$ cat src/rtl/sgm_ram.sv
module sgm_ram #(
    parameter int DATA_W = 16,
    parameter int DEPTH  = 256,
    parameter int ADDR_W = (DEPTH > 1) ? $clog2(DEPTH) : 1
) (
    input  logic              aclk,
    input  logic              wr_en,
    input  logic [ADDR_W-1:0] wr_addr,
    input  logic [DATA_W-1:0] wr_data,
    input  logic              rd_en,
    input  logic [ADDR_W-1:0] rd_addr,
    output logic [DATA_W-1:0] rd_data
);

    logic [DATA_W-1:0] mem [DEPTH];
    logic [DATA_W-1:0] rd_data_reg;

    // Single write port, registered read
    always_ff @(posedge aclk) begin
        if (wr_en) begin
            mem[wr_addr] <= wr_data;
        end
        if (rd_en) begin
            rd_data_reg <= mem[rd_addr];
        end
    end

    assign rd_data = rd_data_reg;

endmodule

$ cat config.mk
export PLATFORM = sky130hd
export DESIGN_NAME = sgm_ram
export DESIGN_NICKNAME = d
export VERILOG_FILES = /design/src/rtl/sgm_ram.sv
export SDC_FILE = /design/constraint.sdc
export NUM_CORES = 2
export LEC_CHECK = 0
export BUFFER_PORTS_ARGS = -buffer_cell sky130_fd_sc_hd__buf_2
export CAP_MARGIN = 20
export CORE_UTILIZATION = 30
export DETAILED_ROUTE_END_ITERATION = 10
export PLACE_DENSITY_LB_ADDON = 0.2
export RECOVER_POWER = 50
export SYNTH_ARGS = -nofsm -noshare
export SYNTH_HDL_FRONTEND = slang
export SYNTH_SLANG_ARGS = --single-unit
$ cat constraint.sdc
create_clock -name aclk -period 7.99 [get_ports aclk]
set_input_delay 1.598 -clock aclk [delete_from_list [all_inputs] [get_ports aclk]]
set_output_delay 1.598 -clock aclk [all_outputs]
set_load 0.05 [all_outputs]
# Word level (Yosys, flattened, before mapping)
# Memories as Yosys holds them, arrays and structs flattened. A register that Yosys moved wholly into a read port is not among the register bits.
# Index checks and enable logic that the tools add are counted.
[word_totals]
ff_bits = 0
ram_bits = 4096
in_bits = 35
mem_count = 1
[classes]
muxes = 2
[memory_table]
columns = ["name", "words", "word_bits", "read_ports", "rd_clocked_by_memory_dff", "write_ports", "line", "source"]
rows = [
  ["mem", 256, 16, 1, 1, 1, "15", "logic [DATA_W-1:0] mem [DEPTH];"],
]
[ops]
columns = ["op", "count"]
rows = [
  ["$mux W1", 2],
]

# Logic depth before layout (Yosys ltp)
[logic_depth]
depth_word = 2
depth_mapped = 12

# Least setup slack after synthesis
# No wires, ideal clock.
[synth_path]
kind = "input -> register"
startpoint = "in rd_addr[0]"
endpoint = "reg rd_data_reg[4] (netlist: rd_data[4]), read port of mem, data pin"
arrival_time_ns = 3.582
required_time_ns = 7.725
path_slack_ns = 4.143
stages = 8
path_buffers = 3
cell_sequence = "buf_6 buf_6 buf_2 mux4_2 mux4_2 a22o_1 o32ai_2 nor4_2"
[synth_rtl]
columns = ["element", "line", "source"]
rows = [
  ["start: declaration", "11", "input logic [ADDR_W-1:0] rd_addr,"],
  ["end: declaration", "16", "logic [DATA_W-1:0] rd_data_reg;"],
]

# Worst setup path in the final report
[layout_path]
startpoint = "in wr_data[2]"
endpoint = "mem mem[158][2], data pin"
[layout_rtl]
columns = ["element", "line", "source"]
rows = [
  ["start: declaration", "9", "input logic [DATA_W-1:0] wr_data,"],
  ["end: declaration", "15", ""],
]
# Straight into the memory's write port.

==> flow_metrics.tcl <==
set metrics [dict create \
    fillers 48700 \
    synth_compound_area_share_pct 3.53 \
    drt-pass1-iter-count 7 \
    wire_per_inst_um 31.8 \
    coreArea_mm2 0.526 \
    hold_path.class "input port to register" \
    grt_pass1_wl_mm 665 \
    cp_slowest_cell "clkbuf_1" \
    tns_ns 0 \
    rsz0062_at_grt "no" \
    die_area_mm2 0.532 \
    synth_area_mm2 0.159 \
    r2r_setup_slack_ns 4.78 \
    clk_pin_slew_worst_paths_ns 0.06 \
    root_buffer "clkbuf_16" \
    ctsHoldBuffers 0 \
    fin_hold_ws_ns 1.13 \
    setup.worst_path.start "wr_data[2]" \
    syn_inst 7360 \
    postRouteAntennaNets 0 \
    yosysWarnings 0 \
    place_inst 14300 \
    syn_nets 7395 \
    num_io_pins 51 \
    final_common_cell "edfxtp_1" \
    antenna_found_initial 47 \
    post_route_cells_drive_above_1_share_pct 25.8 \
    cts_setup_buffers 0 \
    worst-setup-path-type "input port to register" \
    cp-endpoint "mem[158][2]$_DFFE_PP_" \
    cp_num_cells 2 \
    violations "max-capacitance violations, max-slew violations" \
    path_delay_family "buffers and inverters" \
    area_growth_pct 15.9 \
    die_h_um 730 \
    power.total_mw 46.1 \
    fmax_ghz 0.160 \
    r2r_end "rd_data[1]$_DFFE_PP_" \
    num_rows 266 \
    clk_latency_ns 1.00 \
    finalClockSkew_ns 0.0692 \
    p_leak_nw 57.2 \
    placed_area_mm2 0.170 \
    yosysUniqueCellTypes 51 \
    multi_input_area_mm2 0.0332 \
    synthSimpleGateAreaFrac_pct 1.57 \
    regArea_mm2 0.123 \
    vias 78900 \
    synth_edf_count 4112 \
    synthFlopType "edfxtp_1" \
    gr-usage-all-layers_pct 17.8 \
    synth_mux_area_share_pct 15.5 \
    post-route-cell-area_mm2 0.184 \
    htreeDepth 5 \
    fin_util_pct 35.0 \
    cts_buffer_depth 4 \
    globalRouteOverflowTotal 0 \
    drt_iter0_drc 8566 \
    critPathMaxFanout 56 \
    io_buffer_count 50 \
    die_w_um 730 \
    finalHoldViolCount 0 \
    place.detailed.hpwl_mm 289 \
    async_reset_ff_share_pct 0 \
    numCtsBuffers 449 \
    status "finished, violations left" \
    initial_core_util_pct 30.2 \
    route.detailed.drc 0 \
    crit_path_frequent_cell "clkbuf_1" \
    synth_xor_xnor_area_share_pct 0 \
    place_ws_ns 2.11 \
    drv_cap 33 \
    vias_per_cell 5.20 \
    path_cells "clkbuf_1, clkbuf_1" \
    cp.required_ns 8.37 \
    r2r_start "mem[130][1]$_DFFE_PP_" \
    period_needed_ns 6.25 \
    cts_sinks 4112 \
    startpoint_type "input port" \
    arrival_ns 6.63 \
    yosys_register_bits 4112 \
    hold_depth 1 \
    vdd_drop_max_v 0.000191 \
    cts_tree "built" \
    yosys.area_share.adder_pct 0 \
    worst_slew_pin_slew_ns 5.88 \
    drt_wl_total_mm 484 \
    cp_num_buf_inv 2 \
    layout.cells.non_filler 15200 \
    synth_top_family_by_area "multiplexers" \
    ctsResizeCount 0 \
    grt_pass1_vias 79000 \
    finalSetupViolations 0 \
    nets 7879 \
    fin_crit_sh_pct 78.2 \
    avgSynthCellArea_um2 21.6 \
    slew_viol_final 2002 \
    max_slew_margin_pct -292 \
    final_cell_mix "4112 x edfxtp_1, 797 x mux4_2, 565 x mux2i_1, 456 x clkbuf_16, 302 x buf_4" \
    end_kind "register" \
    reg2regPathDepth 7 \
    max_stage_delay_ns 2.65 \
    gp_congestion 0.832 \
    grt_start_max_net_pins 169 \
    largest_reg_flops 4096 \
    setup_slack_ns 1.74 \
    power_density_mw_per_mm2 251 \
    ys_seq_area_share_pct 77.7 \
]
-- worst min path at each step --
stage | start | end
2_1_floorplan | mem[232][1]$_DFFE_PP_ | rd_data[1]$_DFFE_PP_
5_1_grt | wr_data[3] | mem[65][3]$_DFFE_PP_
6_report | wr_data[12] | mem[176][12]$_DFFE_PP_
4_1_cts | wr_data[4] | mem[66][4]$_DFFE_PP_
3_3_place_gp | mem[226][6]$_DFFE_PP_ | rd_data[6]$_DFFE_PP_
3_5_place_dp | mem[229][6]$_DFFE_PP_ | rd_data[6]$_DFFE_PP_
-- cell usage after synthesis (all sizes together) (9+ instances only) --
library cell  count  area (um^2)
a211oi           18          135
a21oi           175          876
a221oi           28          245
a22o             32          280
a22oi            43          323
and3             11         68.8
buf             222         1810
clkbuf          230          863
edfxtp         4112       123000
mux2             88          991
mux2i           565         5660
mux4            797        17900
nand2            38          143
nand3            35          175
nand4            26          163
nor2            304         1140
nor2b             9         56.3
nor3             92          460
nor4             18          119
o21ai            38          190
o221ai          253         2220
o22ai           148          926
o31ai            16          120
o32ai            21          191
-- layout make-up --
class                      instances  area share, %
sequential                      4112           67.0
multi-input combinational       2792           18.1
clock buffer                     547           6.38
tap                             6968           4.73
timing repair buffer             485           2.54
clock inverter                   266           1.22
antenna                           12         0.0163
inverter                           4         0.0149
-- where the power goes --
part / total, mW / switching [mW] / leakage, nW / internal, mW
combinational: 2.36 / 1.63 / 13.4 / 0.735
sequential: 23.9 / 0.0375 / 37.0 / 23.8
clock: 19.9 / 8.54 / 6.86 / 11.4
total: 46.1 / 10.2 / 57.2 / 35.9
-- routing by layer --
metal  vias to the layer above  share of wire, %  wire (um)  GRT usage [%]
met4                        24               3.1      14800           4.94
li1                      32400                 -          -              -
met5                         -             0.030        143              0
met3                       656               6.1      29600           2.72
met1                     43200                43     207000           24.7
met2                      2657                48     232000           29.0
-- cell families (layout without fill, tap and decap cells) --
logic type	Yosys count	in the layout
compound gates	786	786
flops	4112	4112
other cells	0	12
simple gates	556	556
buf+inv	456	1302
mux	1450	1450
Note: power is estimated with default switching activity, not from simulation.
