==> src/rtl/sgm_pkg.sv <==
package sgm_pkg;

    // Field widths
    localparam int PIX_W  = 8;
    localparam int GRAD_W = 11;
    localparam int MAG_W  = 11;
    localparam int POS_W  = 8;
    localparam int CFG_W  = 9;

    // Sum of squares of two gradients fits in twice the root width
    localparam int SQ_W   = 2 * MAG_W;

    // Default line length and the fixed frame height limit
    localparam int DEF_MAX_WIDTH = 256;
    localparam int MAX_HEIGHT    = 256;

    // Smallest legal image dimension
    localparam int MIN_DIM = 3;

    // Configuration register indexes
    localparam int CFG_ADDR_W = 1;
    localparam logic [CFG_ADDR_W-1:0] REG_IMAGE_WIDTH  = 1'b0;
    localparam logic [CFG_ADDR_W-1:0] REG_IMAGE_HEIGHT = 1'b1;

    // Result word: grad_x in the lowest bits, zero pad on top
    localparam int OUT_BITS   = 2 * GRAD_W + MAG_W + 2 * POS_W;
    localparam int OUT_TDATA_W = ((OUT_BITS + 7) / 8) * 8;
    localparam int OUT_PAD_W  = OUT_TDATA_W - OUT_BITS;

    typedef struct packed {
        logic [OUT_PAD_W-1:0]    pad;
        logic [POS_W-1:0]        centre_col;
        logic [POS_W-1:0]        centre_row;
        logic [MAG_W-1:0]        magnitude;
        logic signed [GRAD_W-1:0] grad_y;
        logic signed [GRAD_W-1:0] grad_x;
    } out_word_t;

endpackage

==> src/rtl/sgm_isqrt.sv <==
module sgm_isqrt (
    input  logic                      aclk,
    input  logic                      aresetn,
    input  logic                      start,
    input  logic [sgm_pkg::SQ_W-1:0]  operand,
    output logic                      busy,
    output logic [sgm_pkg::MAG_W-1:0] root
);
    import sgm_pkg::*;

    localparam int REM_W  = MAG_W + 2;
    localparam int STEP_W = $clog2(MAG_W + 1);

    logic              busy_reg, busy_next;
    logic [STEP_W-1:0] step_reg, step_next;
    logic [SQ_W-1:0]   op_reg, op_next;
    logic [REM_W-1:0]  rem_reg, rem_next;
    logic [MAG_W-1:0]  root_reg, root_next;

    logic [REM_W-1:0]  rem_sh;
    logic [REM_W-1:0]  trial;

    // One result bit per cycle: bring in the next two operand bits and try
    // 4*root + 1 against the running remainder
    assign rem_sh = {rem_reg[MAG_W-1:0], op_reg[SQ_W-1 -: 2]};
    assign trial  = {root_reg, 2'b01};

    always_comb begin
        busy_next = busy_reg;
        step_next = step_reg;
        op_next   = op_reg;
        rem_next  = rem_reg;
        root_next = root_reg;
        if (start) begin
            busy_next = 1'b1;
            step_next = STEP_W'(MAG_W);
            op_next   = operand;
            rem_next  = '0;
            root_next = '0;
        end else if (busy_reg) begin
            op_next = {op_reg[SQ_W-3:0], 2'b00};
            if (rem_sh >= trial) begin
                rem_next  = rem_sh - trial;
                root_next = {root_reg[MAG_W-2:0], 1'b1};
            end else begin
                rem_next  = rem_sh;
                root_next = {root_reg[MAG_W-2:0], 1'b0};
            end
            step_next = step_reg - 1'b1;
            if (step_reg == STEP_W'(1)) begin
                busy_next = 1'b0;
            end
        end
    end

    always_ff @(posedge aclk) begin
        if (!aresetn) begin
            busy_reg <= 1'b0;
            step_reg <= '0;
        end else begin
            busy_reg <= busy_next;
            step_reg <= step_next;
        end
    end

    // Datapath, no reset
    always_ff @(posedge aclk) begin
        op_reg   <= op_next;
        rem_reg  <= rem_next;
        root_reg <= root_next;
    end

    assign busy = busy_reg;
    assign root = root_reg;

    // A started root always runs its full count of steps
    a_start_sets_busy: assert property (@(posedge aclk) disable iff (!aresetn)
        start |=> busy_reg && step_reg == STEP_W'(MAG_W))
        else $error("root unit did not start");

    a_step_range: assert property (@(posedge aclk) disable iff (!aresetn)
        busy_reg |-> step_reg != '0 && step_reg <= STEP_W'(MAG_W))
        else $error("root step count out of range");

    a_done_after_last: assert property (@(posedge aclk) disable iff (!aresetn)
        (busy_reg && !start && step_reg == STEP_W'(1)) |=> !busy_reg)
        else $error("root unit overran its step count");

endmodule

==> config.mk <==
export PLATFORM = sky130hd
export DESIGN_NAME = sgm_isqrt
export DESIGN_NICKNAME = d
export VERILOG_FILES = /design/src/rtl/sgm_pkg.sv /design/src/rtl/sgm_isqrt.sv
export SDC_FILE = /design/constraint.sdc
export NUM_CORES = 1
export LEC_CHECK = 0
export ABC_AREA = 1
export BUFFER_PORTS_ARGS = -buffer_cell sky130_fd_sc_hd__buf_2
export CAP_MARGIN = 10
export CORE_ASPECT_RATIO = 2
export CORE_MARGIN = 2
export CORE_UTILIZATION = 25
export CTS_BUF_LIST = sky130_fd_sc_hd__clkbuf_16
export DETAILED_ROUTE_END_ITERATION = 10
export GPL_ROUTABILITY_DRIVEN = 0
export PLACE_DENSITY = 0.45
export SYNTH_ARGS = -nofsm -noshare
export SYNTH_HDL_FRONTEND = slang
export SYNTH_SLANG_ARGS = --single-unit
==> constraint.sdc <==
create_clock -name aclk -period 2.5 [get_ports aclk]
set_input_delay 0.25 -clock aclk [delete_from_list [all_inputs] [get_ports aclk]]
set_output_delay 0.25 -clock aclk [all_outputs]
set_load 0.02 [all_outputs]
## After elaboration in Yosys (flattened, before gate mapping)

Index checks and enable logic that the tools add are counted.

| storage, ports and cells | value |
|---|---|
| bits in registers | 49 |
| latch bits | 0 |
| RAM bits | 0 |
| ROM bits | 0 |
| input port bits | 25 |
| logic and storage cells | 22 |
| memories kept | 0 |

| operators by class | value |
|---|---|
| $add $sub $neg | 2 |
| $mul | 0 |
| div/mod/pow operators | 0 |
| magnitude comparators | 1 |
| equal/unequal tests | 1 |
| shift operators | 0 |
| multiplexer cells | 9 |
| bitwise logic cells | 1 |
| reductions and logical operators | 2 |

Operators by type and width:

| operator | number |
|---|---|
| two-way mux 22 bit | 2 |
| greater-or-equal comparator 13 bit | 1 |
| two-way mux 11 bit | 1 |
| subtractor 11 bit | 1 |
| two-way mux 4 bit | 2 |
| == test 4 x 1 -> 1 bit, second input constant | 1 |
| two-way mux 1 bit | 4 |
| subtractor 4 x 1 -> 4 bit, second input constant | 1 |
| nonzero test 2 bit | 1 |
| OR reduction 2 bit | 1 |
| NOT 1 bit | 1 |

## Depth between registers and ports, before layout

| depth | value |
|---|---|
| depth in word-level cells | 4 |
| mapped depth | 13 |

## Worst setup path after synthesis

No wires, ideal clock.

| timing | value |
|---|---|
| path kind | register -> register |
| from | register root_reg[5], in the netlist root[5] |
| to | register rem_reg[5] |
| setup time | 0.120 ns |
| arrival time | 1.817 ns |
| data required time | 2.380 ns |
| path slack | 0.563 ns |
| cell stages (with the launch flop) | 12 |
| clock period less this slack | 1.937 ns |
| cell sequence | dfxtp_1 inv_1 ha_1 nand2_2 inv_2 a21oi_4 nor2_2 nor2_4 nand2_4 buf_8 o211ai_1 nand2_1 |

| between the ends | value |
|---|---|
| cells in the longest elaborated chain, start to end | 2 |

RTL lines:

| item | line | source |
|---|---|---|
| from (decl) | sgm_isqrt.sv:18 | `logic [MAG_W-1:0] root_reg, root_next;` |
| from (signal assigned) | sgm_isqrt.sv:70 | `root_reg <= root_next;` |
| greater-or-equal comparator 13 bit | sgm_isqrt.sv:42 | `if (rem_sh >= trial) begin` |
| two-way mux 11 bit | sgm_isqrt.sv:42 |  |
| to (signal assigned) | sgm_isqrt.sv:69 | `rem_reg <= rem_next;` |
| to (decl) | sgm_isqrt.sv:17 | `logic [REM_W-1:0] rem_reg, rem_next;` |

No other way between the ends.
A chain may end at the register's enable or synchronous reset.

## Worst setup path after layout

| timing | value |
|---|---|
| from | register root_reg[6], in the netlist root[6] |
| to | register rem_reg[9] |

| between the ends | value |
|---|---|
| cells in the longest elaborated chain, start to end | 2 |

RTL lines:

| item | line |
|---|---|
| subtractor 11 bit / greater-or-equal comparator 13 bit (equally long branches) | sgm_isqrt.sv:43, sgm_isqrt.sv:42 |
| two-way mux 11 bit (*) | sgm_isqrt.sv:42 |

Mark *: on every way between the ends. The rest lies on a longest branch, timed or not.

==> results.json <==
{
  "yosys.area.top_type_share": 0.2432,
  "critPathCaptureType": "flip-flop",
  "grt_pass1_wl_um": 11210,
  "netlist_area_um2": 2716,
  "port_buffers": 36,
  "yosysSeqAreaShare": 0.4422,
  "syn_inst": 353,
  "ys_warn_count": 0,
  "core_area_um2": 10540,
  "synth_top_flop_cell": "dfxtp_1",
  "rr_endpoint": "rem_reg[9]",
  "worstSetupPathType": "reg -> reg",
  "antenna_cells": 0,
  "die_h_um": 151.4,
  "clock_latency_ps": 300,
  "clk_pin_slew_worst_paths_ps": 70,
  "drt_wl_total_um": 6908,
  "post-cts-setup-buffers": 0,
  "drive_above_1_share": 0.1667,
  "drc": 0,
  "grt_start_max_net_pins": 28,
  "antenna_found_initial": 0,
  "cts_buffers": 5,
  "required_ps": 2680,
  "rows": 53,
  "netlist-cell-type-count": 37,
  "crit_end": "rem_reg[9]",
  "p_leak_nw": 1.618,
  "syn2layout_area_growth_pct": 18.01,
  "fin_cells": 533,
  "critPathLaunch": "root[6]",
  "rsz0062_at_grt": "no",
  "worst_pin_slew_ps": 472.2,
  "track_usage": 0.1253,
  "ys_async_sr_fraction": 0,
  "fin_tns_setup_ps": 0,
  "synth_area_per_cell_um2": 7.695,
  "initial_core_util": 0.2576,
  "post-place-ws_ps": 536.4,
  "maxCapViolCount": 0,
  "worstSetupStartpointType": "flip-flop",
  "clock_sinks": 49,
  "max_freq_ghz": 0.5057,
  "holdCritStartpoint": "operand[1]",
  "drt_iter0_drc": 80,
  "drt-wirelength-per-cell_um": 12.96,
  "synth-edff-count": 22,
  "via_per_inst": 4.341,
  "final.min_clock_period_ps": 1977,
  "hp-class": "in -> reg",
  "holdWs_ps": 214.7,
  "synth.largest_area_cell": "edfxtp_1",
  "irDropWorstVdd_mv": 0.5241,
  "die-area_um2": 11770,
  "fp.dieW_um": 77.71,
  "fin_skew_ps": 9.926,
  "clock_tree.buffer_depth": 2,
  "hold_violations": 0,
  "dp.cells": 525,
  "cts_tree": "built",
  "ant_nets": 0,
  "htreeDepth": 2,
  "p_per_area_nw_per_um2": 1151,
  "finalMaxSlewViolations": 0,
  "relSlewSlack": 0.6849,
  "finalSetupViolations": 0,
  "firstDrtPassIters": 4,
  "crit_path_max_fanout": 16,
  "r2r_slack_ps": 520,
  "status": "finished clean",
  "finalNetCount": 435,
  "vias": 2314,
  "place_hpwl_um": 5449,
  "io_pins": 37,
  "worstReg2RegStart": "root[6]",
  "cts_resized": 0,
  "grt_pass1_vias": 2354,
  "synthTopCellsByArea": "edfxtp_1 24%, dfxtp_1 20%, nand2_1 19%",
  "synth_nets": 393,
  "cts_root_buffer": "clkbuf_16",
  "reg2regPathDepth": 12,
  "largest_register_ffs": 22,
  "fin_crit_sh": 0.7910,
  "overflow": 0,
  "worst_slack_ps": 522.5,
  "cts.hold.buffers_added": 0,
  "crit_arrival_ps": 2150,
  "synth_seq_cells": 49
}
[power by group]
group          internal, mW  total, mW  switching [mW]
combinational         0.676       1.97            1.30
clock                 0.361      0.663           0.301
sequential            0.965       1.05          0.0880
[per-layer routing]
layer | vias to the layer above | routed length, um | GRT usage
met5 | - | 0 | 0
li1 | 1209 | - | -
met2 | 42 | 3883 | 0.2530
met4 | 0 | 286 | 0.07143
met3 | 14 | 167 | 0.01907
met1 | 1049 | 2570 | 0.1142
[cells by family (layout without fill, tap and decap cells)]
kind of cell	after synthesis	after routing	synth area share
xor+xnor	4	4	0.01290
compound gates	30	30	0.07186
buf+inv	60	103	0.09074
fa+ha+maj	15	15	0.06909
flops	49	49	0.4422
simple gates	195	195	0.3132
[worst min-delay path by stage]
stage,end,slack [ps],depth (start not counted)
after floorplan,step_reg[0],360,2
after global routing,op_reg[1],210,3
after CTS,op_reg[1],210,3
after global placement,step_reg[3],460,2
after detailed placement,rem_reg[10],470,2
final,op_reg[1],210,3
[critical path, cell delays in order, from the launching register on]
cell and delay [ps]:
dfxtp_1 320, inv_1 70, ha_1 370, nand2_1 90, nand2_1 100, a21oi_4 150
nor2_2 60, nor2_4 180, nand2_4 160, nand2_1 150, nor2_1 50, nor2_1 100
nor2_1 40
[cells in the mapped netlist (all sizes together), types with 2 or more instances]
cell type / instances
nand4: 6
inv: 51
a21oi: 5
dfxtp: 27
xnor2: 3
edfxtp: 22
nand3: 21
o21ai: 7
nand2: 140
clkbuf: 2
ha: 15
o211ai: 3
nor2: 25
buf: 6
o22ai: 10
[per-stage QoR]
step	instance area, um^2	utilization	power (mW)
floorplan	2716	-	2.696
global placement	3069	0.2911	3.038
detailed placement	3069	0.2911	3.051
CTS	3206	0.3040	3.739
global route	3206	0.3040	3.987
finish	3206	0.3040	3.690
[cells in the final DEF, fill, tap and decap left out, types with 3 or more instances in the layout]
cell / instances
nand2_1: 137
inv_1: 49
buf_2: 36
dfxtp_1: 27
edfxtp_1: 22
nor2_1: 21
nand3_1: 15
ha_1: 15
o22ai_1: 10
buf_4: 7
nand4_1: 6
nand3_2: 5
clkbuf_16: 5
inv_2: 4
a21oi_1: 4
o21ai_0: 4
xnor2_1: 3
o211ai_1: 3
o21ai_1: 3
[area by class of cell]
type	instances	area [um^2]
Sequential cell	49	1201
Tap cell	137	171.4
Timing Repair Buffer	43	232.7
Multi-Input combinational cell	244	1269
Clock buffer	5	125.1
Fill cell	1176	7338
Inverter	52	195.2
Clock inverter	3	11.26
(Power assumes the default switching activity.)
